[src/dpt_pkg.sv]
// Shared types and constants for the disparity to point triangulator.
// Used by dpt_divider and disparity_to_point_triangulator_top; no dependencies.
package dpt_pkg;

    localparam int CFG_W    = 24;
    localparam int DISP_W   = 16;
    localparam int COLOR_W  = 8;
    localparam int DU_W     = 25;
    localparam int FSUM_W   = 25;
    localparam int PROD_W   = 50;
    localparam int NUM_W    = 45;
    localparam int DEN_W    = 15;
    localparam int QUO_W    = 32;
    localparam int RES_W    = 32;
    localparam int M_DATA_W = 3 * RES_W + 3 * COLOR_W;

    localparam int PRE_LAT   = 3;
    localparam int DIV_LAT   = QUO_W + 2;
    localparam int TOTAL_LAT = PRE_LAT + DIV_LAT;

    localparam logic [RES_W-1:0] SAT_MAX = 32'h7FFF_FFFF;
    localparam logic [RES_W-1:0] SAT_MIN = 32'h8000_0000;

    typedef enum logic [2:0] {
        CFG_FOCAL_X     = 3'd0,
        CFG_FOCAL_Y     = 3'd1,
        CFG_BASELINE    = 3'd2,
        CFG_CENTER_X    = 3'd3,
        CFG_CENTER_Y    = 3'd4,
        CFG_MASK_ENABLE = 3'd5
    } cfg_index_e;

    typedef struct packed {
        logic [NUM_W-1:0] num;
        logic             neg;
        logic [DEN_W-1:0] den;
    } div_op_t;

    typedef struct packed {
        logic               valid;
        logic [COLOR_W-1:0] red;
        logic [COLOR_W-1:0] green;
        logic [COLOR_W-1:0] blue;
    } side_t;

endpackage

[src/dpt_divider.sv]
// Pipelined restoring divider with signed saturation to 32 bits, one quotient bit per stage.
// Depends on dpt_pkg.
module dpt_divider (
    input  logic                       aclk,
    input  logic                       ce,
    input  dpt_pkg::div_op_t           op,
    output logic [dpt_pkg::RES_W-1:0]  result
);
    import dpt_pkg::*;

    logic [DEN_W-1:0] den_reg  [0:QUO_W-1];
    logic [DEN_W-1:0] rem_reg  [0:QUO_W-1];
    logic [QUO_W-1:0] work_reg [0:QUO_W];
    logic             sat_reg  [0:QUO_W];
    logic             neg_reg  [0:QUO_W];
    logic [RES_W-1:0] result_reg;
    logic [RES_W-1:0] result_next;
    logic [DEN_W-1:0] head;

    assign head = DEN_W'(op.num[NUM_W-1:QUO_W]);

    // A quotient of 2^32 or more is known up front and saturates directly.
    always_ff @(posedge aclk) begin
        if (ce) begin
            den_reg[0]  <= op.den;
            rem_reg[0]  <= head;
            work_reg[0] <= op.num[QUO_W-1:0];
            sat_reg[0]  <= (head >= op.den);
            neg_reg[0]  <= op.neg;
        end
    end

    for (genvar k = 1; k <= QUO_W; k++) begin : g_stage
        logic [DEN_W:0]   trial;
        logic [DEN_W-1:0] diff;
        logic             ge;

        assign trial = {rem_reg[k-1], work_reg[k-1][QUO_W-1]};
        assign diff  = trial[DEN_W-1:0] - den_reg[k-1];
        assign ge    = (trial >= {1'b0, den_reg[k-1]});

        always_ff @(posedge aclk) begin
            if (ce) begin
                work_reg[k] <= {work_reg[k-1][QUO_W-2:0], ge};
                sat_reg[k]  <= sat_reg[k-1];
                neg_reg[k]  <= neg_reg[k-1];
            end
        end

        if (k < QUO_W) begin : g_carry
            always_ff @(posedge aclk) begin
                if (ce) begin
                    den_reg[k] <= den_reg[k-1];
                    rem_reg[k] <= ge ? diff : trial[DEN_W-1:0];
                end
            end
        end
    end

    always_comb begin
        if (sat_reg[QUO_W]) begin
            result_next = neg_reg[QUO_W] ? SAT_MIN : SAT_MAX;
        end else if (!neg_reg[QUO_W]) begin
            result_next = work_reg[QUO_W][QUO_W-1] ? SAT_MAX : work_reg[QUO_W];
        end else if (work_reg[QUO_W][QUO_W-1] && (|work_reg[QUO_W][QUO_W-2:0])) begin
            result_next = SAT_MIN;
        end else begin
            result_next = -work_reg[QUO_W];
        end
    end

    always_ff @(posedge aclk) begin
        if (ce) begin
            result_reg <= result_next;
        end
    end

    assign result = result_reg;

endmodule

[config.mk]
export PLATFORM = sky130hd
export DESIGN_NAME = dpt_divider
export DESIGN_NICKNAME = d
export VERILOG_FILES = /design/src/dpt_pkg.sv /design/src/dpt_divider.sv
export SDC_FILE = /design/constraint.sdc
export NUM_CORES = 2
export LEC_CHECK = 0
export BUFFER_PORTS_ARGS = -buffer_cell sky130_fd_sc_hd__buf_2
export CELL_PAD_IN_SITES_DETAIL_PLACEMENT = 0
export CELL_PAD_IN_SITES_GLOBAL_PLACEMENT = 1
export CORE_AREA = 2 2 618 620
export CTS_BUF_LIST = sky130_fd_sc_hd__clkbuf_2
export DETAILED_ROUTE_END_ITERATION = 8
export DIE_AREA = 0 0 620 622
export PLACE_DENSITY = 0.42
export SKIP_CTS_REPAIR_TIMING = 1
export SKIP_LAST_GASP = 1
export SYNTH_ARGS = -nofsm -noshare
export SYNTH_HDL_FRONTEND = slang
export SYNTH_SLANG_ARGS = --single-unit
[constraint.sdc]
create_clock -name aclk -period 8.1 [get_ports aclk]
set_input_delay 2.43 -clock aclk [delete_from_list [all_inputs] [get_ports aclk]]
set_output_delay 2.43 -clock aclk [all_outputs]
set_load 0.01 [all_outputs]
# Word-level counts from Yosys, hierarchy flattened
# Memories as Yosys holds them, arrays and structs flattened.
# Cells that the tools add are included.
totals:
  reg_bits: 32
  ram_bits: 2082
  inputBits: 63
  word_cells: 111
  memories: 5
memory_table:
  columns: ["memory", "depth", "width", "read_ports", "rd_ports_with_merged_regs", "write_ports", "line", "source"]
  rows:
  - ["work_reg", 33, 32, 33, 0, 33, "dpt_divider.sv:13", "logic [QUO_W-1:0] work_reg [0:QUO_W];"]
  - ["den_reg", 32, 15, 32, 0, 32, "dpt_divider.sv:11", "logic [DEN_W-1:0] den_reg [0:QUO_W-1];"]
  - ["rem_reg", 32, 15, 32, 0, 32, "dpt_divider.sv:12", "logic [DEN_W-1:0] rem_reg [0:QUO_W-1];"]
  - ["neg_reg", 33, 1, 33, 0, 33, "dpt_divider.sv:15", "logic neg_reg [0:QUO_W];"]
  - ["sat_reg", 33, 1, 33, 0, 33, "dpt_divider.sv:14", "logic sat_reg [0:QUO_W];"]
classes:
  n_addsub: 32
  magnitude_cmp: 33
  mux: 38
  n_reduce_logical: 2
ops:
  columns: ["op", "count"]
  rows:
  - ["$ge 16x15->1", 32]
  - ["$mux 15", 31]
  - ["$sub 15x15->15", 31]
  - ["$mux 32", 4]
  - ["$neg 32->32", 1]
  - ["$mux 31", 1]
  - ["$reduce_or 31->1", 1]
  - ["$ge 13x15->1", 1]
  - ["$mux 1", 2]
  - ["$logic_and 1x1->1", 1]

# Depth between registers and ports, before layout
# An unclocked memory read counts as a cell.
logic_depth:
  depth_word: 6
  depth_mapped: 12
  depth_no_buf: 11

# Least setup slack after synthesis
# Ideal clock, no wire load.
synth_path:
  path_kind: "input -> register"
  from: "input port op[48] (netlist bit)"
  to: "memory sat_reg[0][0], data pin"
  setup_time_ns: 0.264
  arrival_ns: 3.530
  setup_slack_ns: 4.306
  path_stages: 9
  cell_sequence: "inv_1 > ha_1 > nand2b_1 > a21o_1 > a21o_1 > a21oi_1 > nor2b_1 > o21ai_0 > a211oi_1"
synth_lines:
  columns: ["element", "line", "source"]
  rows:
  - ["start: declaration", "dpt_divider.sv:6", "input dpt_pkg::div_op_t op,"]
  - ["end: declaration", "dpt_divider.sv:14", null]

# Worst setup path in the final report
layout_path:
  from: "register result_reg[23], in the netlist result[23]"
  to: "output port result[23] (netlist bit)"
layout_lines:
  columns: ["element", "line", "source"]
  rows:
  - ["start: declaration", "dpt_divider.sv:16", "logic [RES_W-1:0] result_reg;"]
  - ["start signal: assignment", "dpt_divider.sv:74", "result_reg <= result_next;"]
  - ["end: declaration", "dpt_divider.sv:7", "output logic [dpt_pkg::RES_W-1:0] result"]
# No word-level cell between the ends.

==> impl_metrics.tcl <==
set metrics [dict create \
    core_area_mm2 0.3783 \
    slowest_stage "edfxtp_1" \
    multiInputGateArea_mm2 0.02825 \
    routed_wl_um 205800 \
    clockBufferDepth 4 \
    routed-via-count 54217 \
    clk_pin_slew_ns 0.10 \
    r2r_setup_slack_ns 4.40 \
    fin_util 0.2832 \
    finalCritPeriodShare 0.6217 \
    hold_depth 0 \
    finalPower_w 0.03711 \
    io_pins 95 \
    largest_reg_flops 1056 \
    io_buffers 94 \
    clock_sinks 2112 \
    std_cell_rows 226 \
    dr_wl_met3_um 10100 \
    area_delta_synth_final_pct 13.37 \
    netlist_top_cells_count "2112 x edfxtp_1, 697 x inv_1, 493 x ha_1" \
    hold_viol_final 0 \
    num-fill-cells 38600 \
    max_cap_viol_count 0 \
    r2r_end "rem_reg[24][14]" \
    dr.max_layer_used "met5" \
    setup_viol 0 \
    cpPeakStageDelay_ns 0.45 \
    synth_edf_count 2112 \
    grt_first_pass_wirelength_um 322600 \
    yosys-top-cells-area "edfxtp_1 67%, ha_1 6.5%, mux2_2 3.6%, inv_1 2.8%, xnor2_1 2.0%" \
    critPathMaxFanout 1 \
    path_class "flip-flop to output port" \
    fmax_mhz 198.6 \
    synth_most_common_cell "edfxtp_1" \
    wl_per_cell_um 16.13 \
    fin_cells 12757 \
    leakage_nw 41.18 \
    synth_seq_cells 2112 \
    arrival_ns 2.61 \
    grtUsageTotal 0.1051 \
    maxSlewViolCount 0 \
    slew_headroom 0.1423 \
    cp_cell_sequence "buf_2" \
    numCtsBuffers 614 \
    grt_setup_unrepaired "no" \
    outcome "finished, final reports clean" \
    cp_num_cells 1 \
    whs_endpoint "work_reg[0][862]" \
    overflow 0 \
    drive_gt1_frac 0.1894 \
    drt_first_pass_iters 5 \
    crit_path_end_kind "output port" \
    synth.distinct_cells 83 \
    grt_pass1_vias 55939 \
    async_flop_share 0 \
    ys_seq_area_frac 0.6710 \
    vias_per_cell 4.250 \
    synthCells 6592 \
    hp-class "flip-flop to flip-flop" \
    r2r.worst_path.cells 9 \
    start_util 0.2498 \
    fin_setup_tns_ns 0 \
    dr_wl_met2_um 92060 \
    fp.dieW_um 620 \
    final_net_count 7864 \
    synth.top_cell.area_share 0.6710 \
    drt_iter0_drc 3300 \
    r2r_start "den_reg[2][105]" \
    insertion_delay_ns 2.08 \
    power_density_mw_per_mm2 346.3 \
    tightest_slew_ns 1.277 \
    hold_start "work_reg[0][829]" \
    syn_avg_cell_area_um2 14.34 \
    synth_fp_nets 7179 \
    period_needed_ns 5.036 \
    antenna_found_initial 11 \
    post-dp-hpwl_um 140100 \
    cp-start-kind "flip-flop" \
    grt_max_degree 180 \
    h-tree-depth 6 \
    tritoncts "built" \
    gp_congestion 0.7809 \
    drc 0 \
    path_buf_inv 1 \
    dp_cells 11677 \
    ir_worst_vdd_mv 0.1140 \
    post-synth-top-area-cell "edfxtp_1" \
    synth_area_mm2 0.09451 \
    die-area_mm2 0.3856 \
    met1_length_um 97150 \
    crit_family "flip-flops" \
    drtAntennaViolNets 0 \
    dieHeight_um 622 \
    regArea_mm2 0.06342 \
    cts_root_buf "clkbuf_2" \
    synth_warnings 0 \
    ys.flop_type "edfxtp_1" \
    fin_skew_ns 0.1384 \
    required_ns 5.67 \
]
-- through the flow --
step	worst slack [ns]	hold slack (ns)	instance area (um^2)
floorplan	4.306	0.4003	94510
global placement	3.619	0.4003	101600
detailed placement	3.536	0.4045	101600
CTS	2.586	0.01542	107100
global route	2.642	0.1369	107100
finish	3.064	0.3168	107200
-- worst register-to-register path, delay by kind of cell (launching register included) --
family                     cells  cell delay [ns]
adders and majority gates      2             0.66
and+or+nand+nor                2             0.75
DFF                            1             0.42
AOI/OAI and AO/OA              4             1.11
muxes                          1             0.45
-- where the power goes --
group | switching, W | internal, W | leakage (nW) | total [W]
clock | 0.00483 | 0.00314 | 4.20 | 0.00796
sequential | 0.00106 | 0.0147 | 20.7 | 0.0158
combinational | 0.00735 | 0.00601 | 16.3 | 0.0134
-- cells in the final DEF (no fill, tap or decap), types with 18 or more instances in the layout --
cell       instances
edfxtp_1        2112
clkbuf_2         894
inv_1            697
ha_1             493
o21ai_0          324
nor2_1           321
a21oi_1          318
mux2_2           306
nand2_1          251
xnor2_1          219
a21o_1           181
nand3_1           96
clkinv_1          94
buf_2             93
nor2b_1           90
o21a_1            83
a31oi_1           76
xor2_1            72
mux2i_1           66
nand2b_1          60
nor3_1            58
a21boi_0          54
nand4_1           53
a211oi_1          49
o31ai_1           47
o21bai_1          40
buf_4             36
and4_1            35
fa_1              31
o311ai_0          29
o31a_1            24
a211o_1           22
o41ai_1           22
inv_6             21
or3_1             20
o2111ai_1         20
and3_1            20
clkinv_2          18
-- worst max-delay path by stage --
stage,startpoint,end,slack (ns)
floorplan,op[48],sat_reg[0][0],4.31
global placement,ce,work_reg[0][602],3.62
detailed placement,ce,neg_reg[22],3.54
CTS,result[23],result[23],2.59
global route,result[23],result[23],2.64
finish,result[23],result[23],3.06
-- kinds of logic (layout without fill, tap and decap cells) --
group	Yosys count	after routing	share of synthesized area
other cells	0	16	0
fa+ha+maj	524	524	0.07183
compound gates	1424	1424	0.09784
buf+inv	772	1905	0.03086
xor+xnor	291	291	0.02697
flops	2112	2112	0.6710
simple gates	1097	1097	0.05804
mux	372	372	0.04345
-- routing by layer --
metal,global-route usage,vias up
met3,0.02534,490
met1,0.1412,25977
met5,0,-
met2,0.1624,1102
li1,-,26646
met4,0.04079,2
-- area by class of cell --
type                            instances  share of cell area
Inverter                              697             0.02442
Multi-Input combinational cell       3708              0.2636
Antenna cell                           16           0.0003737
Sequential cell                      2112              0.5919
Clock inverter                        170            0.009738
Clock buffer                          894             0.04176
Tap cell                             5016             0.05857
Timing Repair Buffer                  144            0.009668
No activity file was read; power rests on OpenSTA's default activity.
